[src/hdl/pcrq_pkg.sv]
`timescale 1ns / 1ps
// shared types and constants of the per-cpu round-robin ready queue
// no dependencies

package pcrq_pkg;

   localparam int CMD_W    = 2;
   localparam int CPU_W    = 4;
   localparam int IDX_W    = 6;
   localparam int ONLINE_W = 4;

   // command codes, code 3 has no meaning
   typedef enum logic [CMD_W-1:0] {
      CMD_ADD    = 2'd0,
      CMD_REMOVE = 2'd1,
      CMD_PICK   = 2'd2
   } cmd_type;

   typedef enum logic {
      ST_IDLE,
      ST_EXEC
   } state_type;

   // control from the sequencer to the bitmap memory
   typedef struct packed {
      logic rd_en;
      logic wr_en;
   } mem_ctrl_type;

endpackage

[src/hdl/pcrq_req_if.sv]
`timescale 1ns / 1ps
// command channel of the ready queue
// depends on pcrq_pkg

interface pcrq_req_if;
   logic                          valid;
   logic                          ready;
   logic [pcrq_pkg::CMD_W-1:0]    cmd;
   logic [pcrq_pkg::CPU_W-1:0]    cpu_id;
   logic [pcrq_pkg::IDX_W-1:0]    task_index;

   modport source (output valid, cmd, cpu_id, task_index, input ready);
   modport sink (input valid, cmd, cpu_id, task_index, output ready);
endinterface

[src/hdl/pcrq_rsp_if.sv]
`timescale 1ns / 1ps
// result channel of the ready queue
// depends on pcrq_pkg

interface pcrq_rsp_if;
   logic                          valid;
   logic                          ready;
   logic [pcrq_pkg::IDX_W-1:0]    picked_index;

   modport source (output valid, picked_index, input ready);
   modport sink (input valid, picked_index, output ready);
endinterface

[src/hdl/pcrq_csr_if.sv]
`timescale 1ns / 1ps
// configuration write channel carrying the online cpu count
// depends on pcrq_pkg

interface pcrq_csr_if;
   logic                            valid;
   logic                            ready;
   logic [pcrq_pkg::ONLINE_W-1:0]   online_cpus;

   modport source (output valid, online_cpus, input ready);
   modport sink (input valid, online_cpus, output ready);
endinterface

[src/hdl/per_cpu_round_robin_ready_queue.sv]
`timescale 1ns / 1ps
// Per-CPU round-robin ready queue.
// One bitmap of MAX_TASKS bits per cpu lives in a memory with a
// registered read. A command item on req_ch adds (0) or removes (1) a task
// in the bitmap of a cpu, or picks (2) the next ready task after the start
// index, wrapping and skipping index 0; a pick returns one item on rsp_ch,
// 0 when nothing is ready. Add, remove and code 3 return nothing.
// A cpu_id at or above the online count (csr_ch, 0 taken as 1, clamped to
// MAX_CPUS) uses cpu 0. csr_ch is always ready; write it only while idle.
// Timing: an item is accepted in the idle state, the row is read at that
// edge and modified, written back or encoded in the following cycle. No
// new item is taken until the last has left execute, as the write-back
// must land before the next read. A pick result is registered as its
// execute cycle ends and is then shown on rsp_ch. If rsp_ch stalls with a
// result already held, a further pick waits in execute until the held
// result is taken. Reset clears all bitmaps (per-row valid bits, no
// clearing pass), sets online_cpus to 1 and empties the result register.
// Depends on pcrq_pkg, the channel interfaces, pcrq_ready_mem and pcrq_pick.

module per_cpu_round_robin_ready_queue #(
   parameter int MAX_TASKS = 64,
   parameter int MAX_CPUS  = 8
) (
   input logic        clock,
   input logic        reset,
   pcrq_req_if.sink   req_ch,
   pcrq_rsp_if.source rsp_ch,
   pcrq_csr_if.sink   csr_ch
);
   import pcrq_pkg::*;

   localparam int TW     = $clog2(MAX_TASKS);
   localparam int CW     = (MAX_CPUS > 1) ? $clog2(MAX_CPUS) : 1;
   localparam int CAP_W  = 7;
   localparam int TEXT_W = 11;

   state_type             state_ff, state_in;
   logic [CMD_W-1:0]      cmd_ff, cmd_in;
   logic [CW-1:0]         addr_ff, addr_in;
   logic [IDX_W-1:0]      idx_ff, idx_in;
   logic [ONLINE_W-1:0]   online_cpus_ff;
   logic                  rsp_valid_ff, rsp_valid_in;
   logic [IDX_W-1:0]      rsp_index_ff, rsp_index_in;

   logic                  req_fire;
   logic [CAP_W-1:0]      cap;
   logic [CAP_W-1:0]      cpu_ext;
   logic [CAP_W-1:0]      cpu_eff;
   mem_ctrl_type          mem_ctrl;
   logic [MAX_TASKS-1:0]  rd_word;
   logic [MAX_TASKS-1:0]  wr_word;
   logic [TEXT_W-1:0]     idx_ext;
   logic                  idx_legal;
   logic [IDX_W-1:0]      pick_result;

   assign req_ch.ready = (state_ff == ST_IDLE);
   assign req_fire     = req_ch.valid && req_ch.ready;
   assign csr_ch.ready = 1'b1;
   assign rsp_ch.valid        = rsp_valid_ff;
   assign rsp_ch.picked_index = rsp_index_ff;

   always_ff @(posedge clock) begin
      if (reset) begin
         online_cpus_ff <= ONLINE_W'(1);
      end else if (csr_ch.valid) begin
         online_cpus_ff <= csr_ch.online_cpus;
      end
   end

   // effective cpu row
   always_comb begin
      if (online_cpus_ff == '0) begin
         cap = CAP_W'(1);
      end else if (CAP_W'(online_cpus_ff) > CAP_W'(MAX_CPUS)) begin
         cap = CAP_W'(MAX_CPUS);
      end else begin
         cap = CAP_W'(online_cpus_ff);
      end
      cpu_ext = CAP_W'(req_ch.cpu_id);
      cpu_eff = (cpu_ext < cap) ? cpu_ext : '0;
   end

   pcrq_ready_mem #(
      .DEPTH (MAX_CPUS),
      .WIDTH (MAX_TASKS),
      .AW    (CW)
   ) u_mem (
      .clock   (clock),
      .reset   (reset),
      .ctrl    (mem_ctrl),
      .rd_addr (addr_in),
      .wr_addr (addr_ff),
      .wr_data (wr_word),
      .rd_data (rd_word)
   );

   pcrq_pick #(
      .MAX_TASKS (MAX_TASKS),
      .TW        (TW)
   ) u_pick (
      .ready_word   (rd_word),
      .start_index  (idx_ff),
      .picked_index (pick_result)
   );

   // read-modify-write of one bitmap bit
   always_comb begin
      idx_ext   = TEXT_W'(idx_ff);
      idx_legal = (idx_ff != '0) && (idx_ext < TEXT_W'(MAX_TASKS));
      wr_word   = rd_word;
      if (idx_legal) begin
         wr_word[idx_ext[TW-1:0]] = (cmd_ff == CMD_ADD);
      end
   end

   always_comb begin
      state_in     = state_ff;
      cmd_in       = cmd_ff;
      addr_in      = addr_ff;
      idx_in       = idx_ff;
      rsp_valid_in = rsp_valid_ff && !rsp_ch.ready;
      rsp_index_in = rsp_index_ff;
      mem_ctrl     = '0;
      unique case (state_ff)
         ST_IDLE: begin
            if (req_fire) begin
               cmd_in         = req_ch.cmd;
               addr_in        = cpu_eff[CW-1:0];
               idx_in         = req_ch.task_index;
               mem_ctrl.rd_en = 1'b1;
               state_in       = ST_EXEC;
            end
         end
         ST_EXEC: begin
            case (cmd_ff)
               CMD_ADD, CMD_REMOVE: begin
                  mem_ctrl.wr_en = idx_legal;
                  state_in       = ST_IDLE;
               end
               CMD_PICK: begin
                  if (!rsp_valid_ff || rsp_ch.ready) begin
                     rsp_valid_in = 1'b1;
                     rsp_index_in = pick_result;
                     state_in     = ST_IDLE;
                  end
               end
               default: begin
                  state_in = ST_IDLE;
               end
            endcase
         end
         default: begin
            state_in = ST_IDLE;
         end
      endcase
   end

   always_ff @(posedge clock) begin
      if (reset) begin
         state_ff     <= ST_IDLE;
         rsp_valid_ff <= 1'b0;
      end else begin
         state_ff     <= state_in;
         rsp_valid_ff <= rsp_valid_in;
      end
   end

   always_ff @(posedge clock) begin
      cmd_ff       <= cmd_in;
      addr_ff      <= addr_in;
      idx_ff       <= idx_in;
      rsp_index_ff <= rsp_index_in;
   end

   // an accepted item always gets its execute cycle
   a_fire_exec: assert property (@(posedge clock) disable iff (reset)
      req_fire |=> state_ff == ST_EXEC)
      else $error("accepted item did not reach execute");

   // writes only happen in execute, never overlapping a read
   a_wr_exec: assert property (@(posedge clock) disable iff (reset)
      mem_ctrl.wr_en |-> (state_ff == ST_EXEC) && !mem_ctrl.rd_en)
      else $error("memory write outside execute");

   // a pick with a free result register delivers its result next cycle
   a_pick_result: assert property (@(posedge clock) disable iff (reset)
      (state_ff == ST_EXEC && cmd_ff == CMD_PICK && (!rsp_valid_ff || rsp_ch.ready))
      |=> rsp_valid_ff && state_ff == ST_IDLE)
      else $error("pick result not loaded");

endmodule

[src/hdl/pcrq_ready_mem.sv]
`timescale 1ns / 1ps
// bitmap memory, one row per cpu, registered read, per-row valid bits
// depends on pcrq_pkg

module pcrq_ready_mem #(
   parameter int DEPTH = 8,
   parameter int WIDTH = 64,
   parameter int AW    = 3
) (
   input  logic                   clock,
   input  logic                   reset,
   input  pcrq_pkg::mem_ctrl_type ctrl,
   input  logic [AW-1:0]          rd_addr,
   input  logic [AW-1:0]          wr_addr,
   input  logic [WIDTH-1:0]       wr_data,
   output logic [WIDTH-1:0]       rd_data
);
   import pcrq_pkg::*;

   logic [WIDTH-1:0] mem_ff [DEPTH];
   logic [DEPTH-1:0] row_valid_ff;
   logic [WIDTH-1:0] rd_data_ff;
   logic             rd_valid_ff;

   always_ff @(posedge clock) begin
      if (ctrl.wr_en) begin
         mem_ff[wr_addr] <= wr_data;
      end
      if (ctrl.rd_en) begin
         rd_data_ff <= mem_ff[rd_addr];
      end
   end

   // a row never written reads as zero
   always_ff @(posedge clock) begin
      if (reset) begin
         row_valid_ff <= '0;
         rd_valid_ff  <= 1'b0;
      end else begin
         if (ctrl.wr_en) begin
            row_valid_ff[wr_addr] <= 1'b1;
         end
         if (ctrl.rd_en) begin
            rd_valid_ff <= row_valid_ff[rd_addr];
         end
      end
   end

   assign rd_data = rd_valid_ff ? rd_data_ff : '0;

endmodule

[src/hdl/pcrq_pick.sv]
`timescale 1ns / 1ps
// rotating priority encoder: first set bit after the start index, skipping 0
// depends on pcrq_pkg

module pcrq_pick #(
   parameter int MAX_TASKS = 64,
   parameter int TW        = 6
) (
   input  logic [MAX_TASKS-1:0]       ready_word,
   input  logic [pcrq_pkg::IDX_W-1:0] start_index,
   output logic [pcrq_pkg::IDX_W-1:0] picked_index
);
   import pcrq_pkg::*;

   localparam int START_VALUES = 2 ** IDX_W;

   logic [TW-1:0]        start_mod;
   logic [MAX_TASKS-1:0] cand;
   logic [MAX_TASKS-1:0] upper;
   logic [TW-1:0]        upper_idx;
   logic                 upper_any;
   logic [TW-1:0]        lower_idx;
   logic                 lower_any;
   logic [TW-1:0]        found;

   // start index modulo task count as a small constant table
   always_comb begin
      start_mod = '0;
      for (int v = 0; v < START_VALUES; v++) begin
         if (start_index == IDX_W'(v)) begin
            start_mod = TW'(v % MAX_TASKS);
         end
      end
   end

   always_comb begin
      cand    = ready_word;
      cand[0] = 1'b0;
      for (int i = 0; i < MAX_TASKS; i++) begin
         upper[i] = cand[i] && (TW'(i) > start_mod);
      end
   end

   // lowest set bit above the start, else lowest set bit overall
   always_comb begin
      upper_idx = '0;
      upper_any = 1'b0;
      lower_idx = '0;
      lower_any = 1'b0;
      for (int i = MAX_TASKS - 1; i > 0; i--) begin
         if (upper[i]) begin
            upper_idx = TW'(i);
            upper_any = 1'b1;
         end
         if (cand[i]) begin
            lower_idx = TW'(i);
            lower_any = 1'b1;
         end
      end
      if (upper_any) begin
         found = upper_idx;
      end else if (lower_any) begin
         found = lower_idx;
      end else begin
         found = '0;
      end
   end

   assign picked_index = IDX_W'(found);

endmodule
[src/flat_wrapper.sv]
// flat-port wrapper written by rule: the top's interface ports become plain ports
module per_cpu_round_robin_ready_queue_flat import pcrq_pkg::*;
#(
   parameter int MAX_TASKS = 64,
   parameter int MAX_CPUS  = 8
)
  (clock, reset, req_ch_valid, req_ch_cmd, req_ch_cpu_id, req_ch_task_index, req_ch_ready, rsp_ch_valid, rsp_ch_picked_index, rsp_ch_ready, csr_ch_valid, csr_ch_online_cpus, csr_ch_ready);
  pcrq_req_if req_ch_i ();
  pcrq_rsp_if rsp_ch_i ();
  pcrq_csr_if csr_ch_i ();
  input logic clock;
  input logic reset;
  input wire logic [$bits(req_ch_i.valid)-1:0] req_ch_valid;
  input wire logic [$bits(req_ch_i.cmd)-1:0] req_ch_cmd;
  input wire logic [$bits(req_ch_i.cpu_id)-1:0] req_ch_cpu_id;
  input wire logic [$bits(req_ch_i.task_index)-1:0] req_ch_task_index;
  output wire logic [$bits(req_ch_i.ready)-1:0] req_ch_ready;
  output wire logic [$bits(rsp_ch_i.valid)-1:0] rsp_ch_valid;
  output wire logic [$bits(rsp_ch_i.picked_index)-1:0] rsp_ch_picked_index;
  input wire logic [$bits(rsp_ch_i.ready)-1:0] rsp_ch_ready;
  input wire logic [$bits(csr_ch_i.valid)-1:0] csr_ch_valid;
  input wire logic [$bits(csr_ch_i.online_cpus)-1:0] csr_ch_online_cpus;
  output wire logic [$bits(csr_ch_i.ready)-1:0] csr_ch_ready;
  assign req_ch_i.valid = req_ch_valid;
  assign req_ch_i.cmd = req_ch_cmd;
  assign req_ch_i.cpu_id = req_ch_cpu_id;
  assign req_ch_i.task_index = req_ch_task_index;
  assign req_ch_ready = req_ch_i.ready;
  assign rsp_ch_valid = rsp_ch_i.valid;
  assign rsp_ch_picked_index = rsp_ch_i.picked_index;
  assign rsp_ch_i.ready = rsp_ch_ready;
  assign csr_ch_i.valid = csr_ch_valid;
  assign csr_ch_i.online_cpus = csr_ch_online_cpus;
  assign csr_ch_ready = csr_ch_i.ready;
  per_cpu_round_robin_ready_queue #(.MAX_TASKS(MAX_TASKS), .MAX_CPUS(MAX_CPUS)) u_core (.clock(clock), .reset(reset), .req_ch(req_ch_i), .rsp_ch(rsp_ch_i), .csr_ch(csr_ch_i));
endmodule
[config.mk]
export PLATFORM = sky130hd
export DESIGN_NAME = per_cpu_round_robin_ready_queue_flat
export DESIGN_NICKNAME = d
export VERILOG_FILES = /design/src/hdl/pcrq_pkg.sv /design/src/hdl/pcrq_req_if.sv /design/src/hdl/pcrq_rsp_if.sv /design/src/hdl/pcrq_csr_if.sv /design/src/hdl/per_cpu_round_robin_ready_queue.sv /design/src/hdl/pcrq_ready_mem.sv /design/src/hdl/pcrq_pick.sv /design/src/flat_wrapper.sv
export SDC_FILE = /design/constraint.sdc
export NUM_CORES = 1
export LEC_CHECK = 0
export BUFFER_PORTS_ARGS = -buffer_cell sky130_fd_sc_hd__buf_2
export CAP_MARGIN = 40
export CORE_MARGIN = 5
export CORE_UTILIZATION = 60
export CTS_CLUSTER_SIZE = 12
export DETAILED_ROUTE_END_ITERATION = 8
export PLACE_DENSITY = 0.88
export SLEW_MARGIN = 5
export SYNTH_ARGS = -nofsm -noshare
export SYNTH_HDL_FRONTEND = slang
export SYNTH_SLANG_ARGS = --single-unit
[constraint.sdc]
create_clock -name clock -period 7.6 [get_ports clock]
set_input_delay 0.38 -clock clock [delete_from_list [all_inputs] [get_ports clock]]
set_output_delay 0.38 -clock clock [all_outputs]
set_load 0.01 [all_outputs]
# Yosys cells after proc, flatten, opt, wreduce, memory -nomap -nowiden
# Memories as Yosys holds them, arrays and structs flattened. A register that Yosys moved wholly into a read port is not among the register bits.
# Cells that the tools add are included.
# Widths: inputs -> output; s select.
# op_classes
magnitude_cmp	70
eq_ne	65
mux	343
bitwise	2
n_reduce_logical	76
# ops
op	count
$mux 6	190
$eq 6x6->1 const B	32
$gt 6x6->1 const A	32
$mux 1	141
$mux 64	2
$eq 6x5->1 const B	16
$gt 5x6->1 const A	16
$logic_and 1x1->1	67
$bwmux 64	1
$eq 6x4->1 const B	8
$gt 4x6->1 const A	8
$eq 6x3->1 const B	4
$gt 3x6->1 const A	4
$eq 6x2->1 const B	2
$gt 2x6->1 const A	2
$mux 3	3
$lt 3x4->1 const B	2
$or 8x8->8	1
$lt 4x7->1	1
$lt 6x7->1 const B	1
$mux 7	1
$demux 1 s6	1
$eq 6x1->1 const B	1
$ge 6x1->1 const B	1
other kinds (18)	19
# totals
register_bits	32
ramBits	512
in_bits	21
output_inout_bits	9
word_cells	566
mem_count	1
# mem_list
memory	words	width	rd	rd_clocked_by_memory_dff	wr	line	rtl
u_core.u_mem.mem_ff	8	64	1	1	1	pcrq_ready_mem.sv:20	logic [WIDTH-1:0] mem_ff [DEPTH];

# Longest topological paths before layout
# Gate-level depths: netlist of the first run.
# depth
depth_word	130
mapped_depth	15
depth_no_buf	12

# Hierarchy
# A second synthesis of the first run with hierarchy kept.
# unflattened
cells_unflattened	1618
area_unflattened_um2	26611.8
# modules_own_cells
mod	instances	cells_each	area_each_um2	seq_area_each_um2
pcrq_ready_mem	1	915	21943.5	17476.8
pcrq_pick	1	462	2710.1	0.0
per_cpu_round_robin_ready_queue	1	241	1958.1	600.6

# Least setup slack after synthesis of the first run
# OpenSTA, ideal clock, no wires.
# synth_timing
kind	register -> register
startpoint	register u_core.idx_ff[4]
endpoint	memory u_core.u_mem.mem_ff[0][10] (enable)
setup_ps	564
t_arrival_ps	5751
required_time_ps	7036
slack_ps	1285
path_stages_with_launch	8
path_buffers	3
synth_period_minus_slack_ps	6315
cell_sequence	edfxtp_1 buf_4 buf_2 nor2_1 clkbuf_1 a211oi_1 nand2b_1 nor3_1
# synth_between
elab_chain_cells	5
# synth_rtl
item	line	rtl
start: declaration	per_cpu_round_robin_ready_queue.sv:40	logic [IDX_W-1:0] idx_ff, idx_in;
start signal: assignment	per_cpu_round_robin_ready_queue.sv:171	idx_ff <= idx_in;
$reduce_bool 6->1	per_cpu_round_robin_ready_queue.sv:109	idx_legal = (idx_ff != '0) && (idx_ext < TEXT_W'(MAX_TASKS));
$mux 1	per_cpu_round_robin_ready_queue.sv:135	case (cmd_ff)
$mux 1	per_cpu_round_robin_ready_queue.sv:124	unique case (state_ff)
$mux 1	pcrq_ready_mem.sv:26	if (ctrl.wr_en) begin
$mux 1 (implied by the code)	pcrq_ready_mem.sv:27	mem_ff[wr_addr] <= wr_data;
end: declaration	pcrq_ready_mem.sv:20	
# Every way passes these cells.

# Final worst setup path of the first run
# layout_timing
startpoint	register u_core.online_cpus_ff[3]
endpoint	register u_core.u_mem.rd_valid_ff
# layout_between
elab_chain_cells	9
word_cells_on_any_way	10
cone_classes	order compare (2); mux (7); reduce/logical (1)
# layout_rtl
item	line	rtl
start: declaration	per_cpu_round_robin_ready_queue.sv:41	logic [ONLINE_W-1:0] online_cpus_ff;
start signal: assignment	per_cpu_round_robin_ready_queue.sv:66	online_cpus_ff <= csr_ch.online_cpus;
$gt 4x4->1	per_cpu_round_robin_ready_queue.sv:74	end else if (CAP_W'(online_cpus_ff) > CAP_W'(MAX_CPUS)) begin
$mux 4	per_cpu_round_robin_ready_queue.sv:74	
$mux 7 *	per_cpu_round_robin_ready_queue.sv:72	if (online_cpus_ff == '0) begin
$lt 4x7->1 *	per_cpu_round_robin_ready_queue.sv:80	cpu_eff = (cpu_ext < cap) ? cpu_ext : '0;
$mux 3 *	per_cpu_round_robin_ready_queue.sv:80	
$mux 3 *	per_cpu_round_robin_ready_queue.sv:126	if (req_fire) begin
$mux 3 *	per_cpu_round_robin_ready_queue.sv:124	
$bmux 1 s3 *	pcrq_ready_mem.sv:44	rd_valid_ff <= row_valid_ff[rd_addr];
$mux 1 (implied by the code) *	pcrq_ready_mem.sv:44	
end signal: assignment	pcrq_ready_mem.sv:44	
end: declaration	pcrq_ready_mem.sv:23	logic rd_valid_ff;
# Mark *: on every way between the ends. The rest lies on a longest branch, timed or not. The select of a mux whose other input is x is not followed.
# A chain may end at the register's enable or synchronous reset.

==> results.tsv, run 1 <==
stage	metric	value	unit
status	status	complete, no violations	
synth	yosys.area.top_type	sky130_fd_sc_hd__edfxtp_1	
synth	yosys.cell_types.count	96	
timing	finalSetupViolCount	0	
worst_hold_path	worst_hold_path_type	in -> reg	
job	drv_cap	0	
floorplan	core_area	45100	µm²
clock_tree	worstSkewPairLatency	630	ps
timing	fin_setup_tns	0	ps
timing	worst_hold_margin	27.6	ps
synth	yosys_register_bits	599	
pwr	sw_frac_of_total	26.5	%
pwr	power.ir.vdd_worst	0.000201	V
grt	first_pass_grt_wire_length	116	mm
critical_path	critical-path-slowest-cell	sky130_fd_sc_hd__a31o_4	
final_layout	post_route_cells_drive_above_1_share	8.72	%
pwr	p_int	5440	µW
timing	worst_clock_skew	23.4	ps
synth	yosys.area.top_type_share	64.2	%
synth	netlist_area	27200	µm²
floorplan	initial_core_utilization	60.3	%
grt	first_global_vias	20100	
floorplan	std_cell_rows	78	
critical_path	start_kind	flop	
route	dr.first_iter.drc_count	2941	
critical_path	critical_path_required	8070	ps
critical_path	cp_num_buf_inv	3	
synth	post_synth_inst_count	2453	
final_layout	final_core_utilization	65.8	%
pwr	pwr-share-seq	52.6	%
critical_path	setup.worst_path.class	reg -> reg	
floorplan	ioPinCount	30	
timing	timing.final.crit_period	4170	ps
floorplan	floorplan.die.width	223	µm
grt	antenna_found_initial	2	
route	drc_violation_count_after_routing	0	
critical_path	critPathArrivalTime	4640	ps
placed_design	place_hpwl	45.6	mm
route	num_vias	20400	
grt	overflow	0	
clock_tree	max-clock-path-buffers	3	
clock_tree	tritoncts_clock_tree	yes	
clock_tree	clkSinkCount	599	
synth	synthesized_nets	2477	
synth	synth.yosys.seq_area_share	65.5	%
route	via_density	6.65	
placed_design	gp_routability_congestion	1.05	
timing	timing_hold_violations_final	0	
pwr	clockPowerShare	34.0	%
clock_tree	cts.clk_slew.worst_paths	60	ps
critical_path	worst_setup_end_kind	flop	
pwr	leakage	0.0105	µW
clock_tree	cts-buffers-inserted	57	
clock_tree	ctsResizeCount	0	
route	sum_of_routed_wire_length_over_all_layers	75.2	mm
final_layout	area_growth_syn_to_layout	9.18	%
route	drt-wirelength-per-cell	24.5	µm
pwr	pwr_density_cell	249	nW/µm²
critical_path	critPathTopFamily	compound AO/OA/AOI/OAI gates	
timing	rsz0062_at_grt	no	
pwr	combPwrFrac	13.4	%
placed_design	buffer_ports.inserted	28	
synth	number_of_flops_mapped_to_enable_cells_by_yosys	581	
critical_path	crit_start	u_core.online_cpus_ff[3]	
final_layout	fin_nets	2469	
final_layout	number_of_filler_cells_placed_in_the_layout	3182	
final_layout	register_area	17800	µm²
critical_path	reg2reg_setup_slack	3430	ps
synth	yosys_most_used_dff	sky130_fd_sc_hd__edfxtp_1	
timing	worst_pin_slew	984	ps
synth	syn_area_per_cell	11.1	µm²
critical_path	worst_r2r_startpoint	u_core.online_cpus_ff[3]	
timing	timing_max_transition_violations_final	0	
clock_tree	clockRootBuffer	sky130_fd_sc_hd__clkbuf_16	
synth	postSynth.asyncResetShare	0	%
critical_path	critical_path.cell_chain	inv_1, nand2_1, ha_1, nor4_1, o21ai_0, a31oi_1, a31o_4, buf_4, buf_12, mux2i_1, nand2_1, a31oi_1, a221oi_1	
synth	synth_warnings	0	
final_layout	multi_input_area	8630	µm²
synth	ys_top_cells_by_area	sky130_fd_sc_hd__edfxtp_1, sky130_fd_sc_hd__nand2_1, sky130_fd_sc_hd__nand3_1	
timing	achievable-frequency	240	MHz
critical_path	worst_path_largest_cell_delay	640	ps
worst_hold_path	min-delay-start	csr_ch_online_cpus[2]	
grt	grt_total_usage	29.7	%
floorplan	die_area	49700	µm²
critical_path	critical_path_peak_fanout	51	
grt	pin_count_of_the_biggest_net_entering_global_routing	139	
pwr	switching_pwr	1960	µW
clock_tree	h-tree-depth	2	
timing	layout_worst_path_cycle_share	54.9	%
floorplan	die_h	223	µm
timing	slew_headroom	33.8	%
route	postRouteAntennaNets	0	
route	drtPass1Iterations	8	
==> registers in the layout (all words and copies together), names as in the netlist <==
| register | flops |
|---|---|
| u_core.u_mem.rd_data_ff | 63 |
| u_core.u_mem.row_valid_ff | 8 |
| u_core.idx_ff | 6 |
| u_core.cmd_ff | 2 |
| u_core.u_mem.mem_ff | 504 |
| u_core.rsp_ch.valid | 1 |
| u_core.u_mem.rd_valid_ff | 1 |
| u_core.rsp_ch.picked_index | 6 |
| u_core.state_ff | 1 |
| u_core.online_cpus_ff | 4 |
| u_core.addr_ff | 3 |
==> cell usage after synthesis, drive strengths merged (9+ instances only) <==
| cell | count |
|---|---|
| nand2 | 670 |
| edfxtp | 581 |
| nand3 | 341 |
| clkbuf | 118 |
| o21ai | 118 |
| nor2 | 103 |
| buf | 46 |
| a21oi | 41 |
| o211ai | 38 |
| o31ai | 36 |
| mux2i | 30 |
| inv | 29 |
| nor3 | 21 |
| dfxtp | 18 |
| a31oi | 17 |
| nand2b | 17 |
| nor4 | 16 |
| a31o | 15 |
| nor2b | 14 |
| nand4 | 11 |
| a211oi | 9 |
==> cells in the final DEF (no fill, tap or decap), drive strengths merged, types with 17 or more instances in the layout <==
cell type	Yosys	routed
a21oi	41	41
a31oi	17	17
buf	46	85
clkbuf	118	76
dfxtp	18	18
edfxtp	581	581
inv	29	29
mux2i	30	30
nand2	670	670
nand2b	17	17
nand3	341	341
nor2	103	103
nor3	21	21
o211ai	38	38
o21ai	118	118
o31ai	36	36
==> worst min-delay path: cells and delay by family <==
kind | cells | cell delay (ps)
multiplexers | 1 | 60
buffers and inverters | 1 | 80
AND/OR/NAND/NOR | 1 | 90
==> logic make-up after synthesis <==
kind of cell | share of synthesized area [%]
buf+inv | 3.13
flops | 65.5
compound gates | 9.29
mux | 1.10
simple gates | 20.8
fa+ha+maj | 0.175
other cells | 0.0138
==> through the flow <==
stage,area (µm²),total power (µW),cells,worst slack [ps]
5_1_grt,29700,7640,3068,3170
3_3_place_gp,27800,4850,2957,3330
6_report,29700,7410,3068,3430
2_1_floorplan,27200,4570,2453,1280
4_1_cts,29600,7390,3061,3590
3_5_place_dp,28000,4910,2970,3590
==> power groups by stage <==
stage | sequential (µW) | clock, µW | combinational (µW)
6_report | 3900 | 2520 | 990
5_1_grt | 3900 | 2670 | 1080
4_1_cts | 3880 | 2540 | 967
3_5_place_dp | 3950 | 0 | 956
3_3_place_gp | 3950 | 0 | 896
2_1_floorplan | 3880 | 0 | 682
==> layer usage <==
metal / part of all wire [%] / track usage [%]
met5: 0.076 / 0.880
met2: 47 / 48.1
met4: 4.4 / 12.5
met3: 11 / 4.99
met1: 37 / 40.3
==> final timing paths <==
check	to	depth (start not counted)
worst min register to register	u_core.u_mem.row_valid_ff[1]	2
worst max-delay path	u_core.u_mem.rd_valid_ff	13
worst max register to register	u_core.u_mem.rd_valid_ff	13
worst min-delay path	u_core.online_cpus_ff[2]	3
==> cell type report <==
type	instances	area share [%]
antenna	1	0.00843
multi-input combinational	1660	29.1
sequential	599	60.0
tap	600	2.53
clock inverter	5	0.185
timing repair buffer	97	2.65
clock buffer	76	5.15
inverter	30	0.409
==> timing repair <==
action / 4_1_cts / 5_1_grt
setup buffers: 0 / 0
hold buffers: 10 / 0
endpoints found under the hold margin: 10 / 0
setup endpoints to repair: 0 / 0
Note: power is estimated with default switching activity, not from simulation.
==> run 2: changes to the inputs <==
==> constraint.sdc (replaced) <==
create_clock -name clock -period 4.2 [get_ports clock]
set_input_delay 0.21 -clock clock [delete_from_list [all_inputs] [get_ports clock]]
set_output_delay 0.21 -clock clock [all_outputs]
set_load 0.01 [all_outputs]
==> run 2 against run 1 <==
Compared with the run above:
- non-clock buffer count rose by 61
- first-iteration DRC count rose by 2.9%
- register-to-register slack got worse by 2700 ps
- final area rose by 2.2%
- wire length rose by 4.4%
- maximum frequency rose by 19%
- critical path depth did not move
- count of clock-buffer cells in the layout rose by 1
- critical path type unchanged
==> results.tsv, run 2 (same netlist as run 1, synthesis figures left out) <==
stage	metric	value	unit
clock_tree	cts.clk_slew.worst_paths	60	ps
pwr	power.ir.vdd_worst	0.000347	V
final_layout	most-common-layout-cells	sky130_fd_sc_hd__nand2_1, sky130_fd_sc_hd__edfxtp_1, sky130_fd_sc_hd__nand3_1	
route	drc_violation_count_after_routing	0	
critical_path	critical_path_peak_fanout	56	
clock_tree	clockRootBuffer	sky130_fd_sc_hd__clkbuf_16	
critical_path	critPathArrivalTime	3900	ps
timing	slew_headroom	28.2	%
grt	antenna_found_initial	2	
route	dr.first_iter.drc_count	3027	
timing	timing_hold_violations_final	0	
timing	worst_pin_slew	1060	ps
placed_design	gp_routability_congestion	1.06	
route	drt-wirelength-per-cell	25.0	µm
floorplan	initial_core_utilization	60.3	%
final_layout	top_regs	u_core.u_mem.mem_ff: 504 flops, u_core.u_mem.rd_data_ff: 63 flops, u_core.u_mem.row_valid_ff: 8 flops	
route	postRouteAntennaNets	0	
critical_path	r2r_cells	13	
clock_tree	post_cts_buffers	0	
timing	timing.final.crit_period	3510	ps
clock_tree	cts-buffers-inserted	58	
placed_design	dp_worst_setup_slack	813	ps
timing	timing_max_transition_violations_final	0	
critical_path	critical-path-slowest-cell	sky130_fd_sc_hd__a31oi_1	
final_layout	registers.top_by_ff_count	u_core.u_mem.mem_ff	
clock_tree	ctsResizeCount	0	
critical_path	stages_on_the_worst_setup_path	13	
grt	grt_total_usage	30.9	%
placed_design	place_hpwl	46.9	mm
placed_design	postPlaceCellArea	28500	µm²
route	num_vias	20900	
grt	first_pass_grt_wire_length	119	mm
critical_path	cp_num_buf_inv	3	
critical_path	timing.critical_path.mode_cell	sky130_fd_sc_hd__nand2_1	
worst_hold_path	worst_hold_path_type	in -> reg	
route	sum_of_routed_wire_length_over_all_layers	78.5	mm
timing	worst_clock_skew	22.8	ps
timing	fin_setup_tns	0	ps
timing	rsz0062_at_grt	no	
final_layout	area_growth_syn_to_layout	11.5	%
critical_path	setup.worst_path.class	reg -> reg	
placed_design	buffer_ports.inserted	28	
grt	pin_count_of_the_biggest_net_entering_global_routing	146	
critical_path	critPathTopFamily	compound AO/OA/AOI/OAI gates	
grt	overflow	0	
final_layout	post_route_cells_drive_above_1_share	10.3	%
timing	finalSetupViolCount	0	
critical_path	critical_path_required	4590	ps
final_layout	largest_register_ff_count	504	
grt	first_global_vias	20200	
floorplan	floorplan.die.width	223	µm
critical_path	start_kind	flop	
final_layout	post_layout_instance_area	30300	µm²
clock_tree	h-tree-depth	2	
final_layout	fin_nets	2531	
timing	layout_worst_path_cycle_share	83.5	%
critical_path	worst_setup_end_kind	flop	
pwr	pwr_density_cell	447	nW/µm²
clock_tree	tritoncts_clock_tree	yes	
critical_path	worst_path_largest_cell_delay	600	ps
status	status	complete, no violations	
clock_tree	max-clock-path-buffers	3	
clock_tree	clkSinkCount	599	
final_layout	mostFrequentLayoutCell	sky130_fd_sc_hd__nand2_1	
floorplan	core_area	45100	µm²
floorplan	ioPinCount	30	
floorplan	die_h	223	µm
final_layout	antenna_cells	0	
timing	achievable-frequency	285	MHz
floorplan	std_cell_rows	78	
clock_tree	worstSkewPairLatency	610	ps
timing	postLayoutSetupSlackWorst	693	ps
pwr	leakage	0.0108	µW
job	drv_cap	0	
critical_path	critical_path.cell_chain	inv_1, nand2_1, ha_1, nor4_1, o21ai_0, a31oi_1, a31oi_4, inv_6, buf_4, nand2_1, nand3_1, nand2_1, o21ai_0	
route	drtPass1Iterations	6	
worst_hold_path	timing.hold.worst_path_depth	4	
route	via_density	6.68	
floorplan	die_area	49700	µm²
## run 2: path summary, 6_finish.rpt
path,from,endpoint,slack (ps)
setup / recovery,u_core.online_cpus_ff[3],u_core.u_mem.rd_data_ff[30],690
hold reg to reg,u_core.u_mem.row_valid_ff[3],u_core.u_mem.row_valid_ff[3],480
setup reg to reg,u_core.online_cpus_ff[3],u_core.u_mem.rd_data_ff[30],690
hold / removal,req_ch_cpu_id[0],u_core.addr_ff[0],300
## run 2: final cells by class
class,instances,area [µm²]
Fill cell,3120,14800
Timing Repair Buffer,158,1400
Tap cell,600,751
Clock buffer,77,1520
Clock inverter,10,80.1
Inverter,30,121
Multi-Input combinational cell,1660,8640
Sequential cell,599,17800
## run 2: per-layer routing
metal	up-vias	share of wire [%]	track usage, %
met5	-	0.017	0
met4	2	4.6	12.5
met3	254	11	6.59
met2	1499	47	49.1
met1	10100	37	42.1
li1	9088	-	-
## run 2: metrics by stage
stage / hold WS (ps) / total power [µW] / util, % / instances
6_report: 304 / 13600 / 67.3 / 3134
5_1_grt: 336 / 14000 / 67.3 / 3134
4_1_cts: 303 / 13500 / 67.2 / 3132
3_5_place_dp: 388 / 8980 / 63.2 / 3023
3_3_place_gp: 400 / 8910 / 63.0 / 3012
2_1_floorplan: 279 / 8260 / - / 2453
## run 2: power breakdown
part	switching (µW)	internal (µW)	total, µW
Combinational	1290	602	1890
Sequential	262	6800	7060
Clock	2040	2560	4600
## run 2: worst register-to-register path, delay by kind of cell, from the launching register on
| kind | cells | cell delay, ps |
|---|---|---|
| flip-flops | 1 | 330 |
| AO/OA/AOI/OAI | 4 | 1230 |
| buffers and inverters | 3 | 970 |
| adder cells (fa/ha/maj) | 1 | 210 |
| AND/OR/NAND/NOR | 5 | 550 |
## run 2: repair_timing
action,CTS,global route
endpoints found under the hold margin,21,0
setup endpoints to repair,0,0
hold buffers,22,0
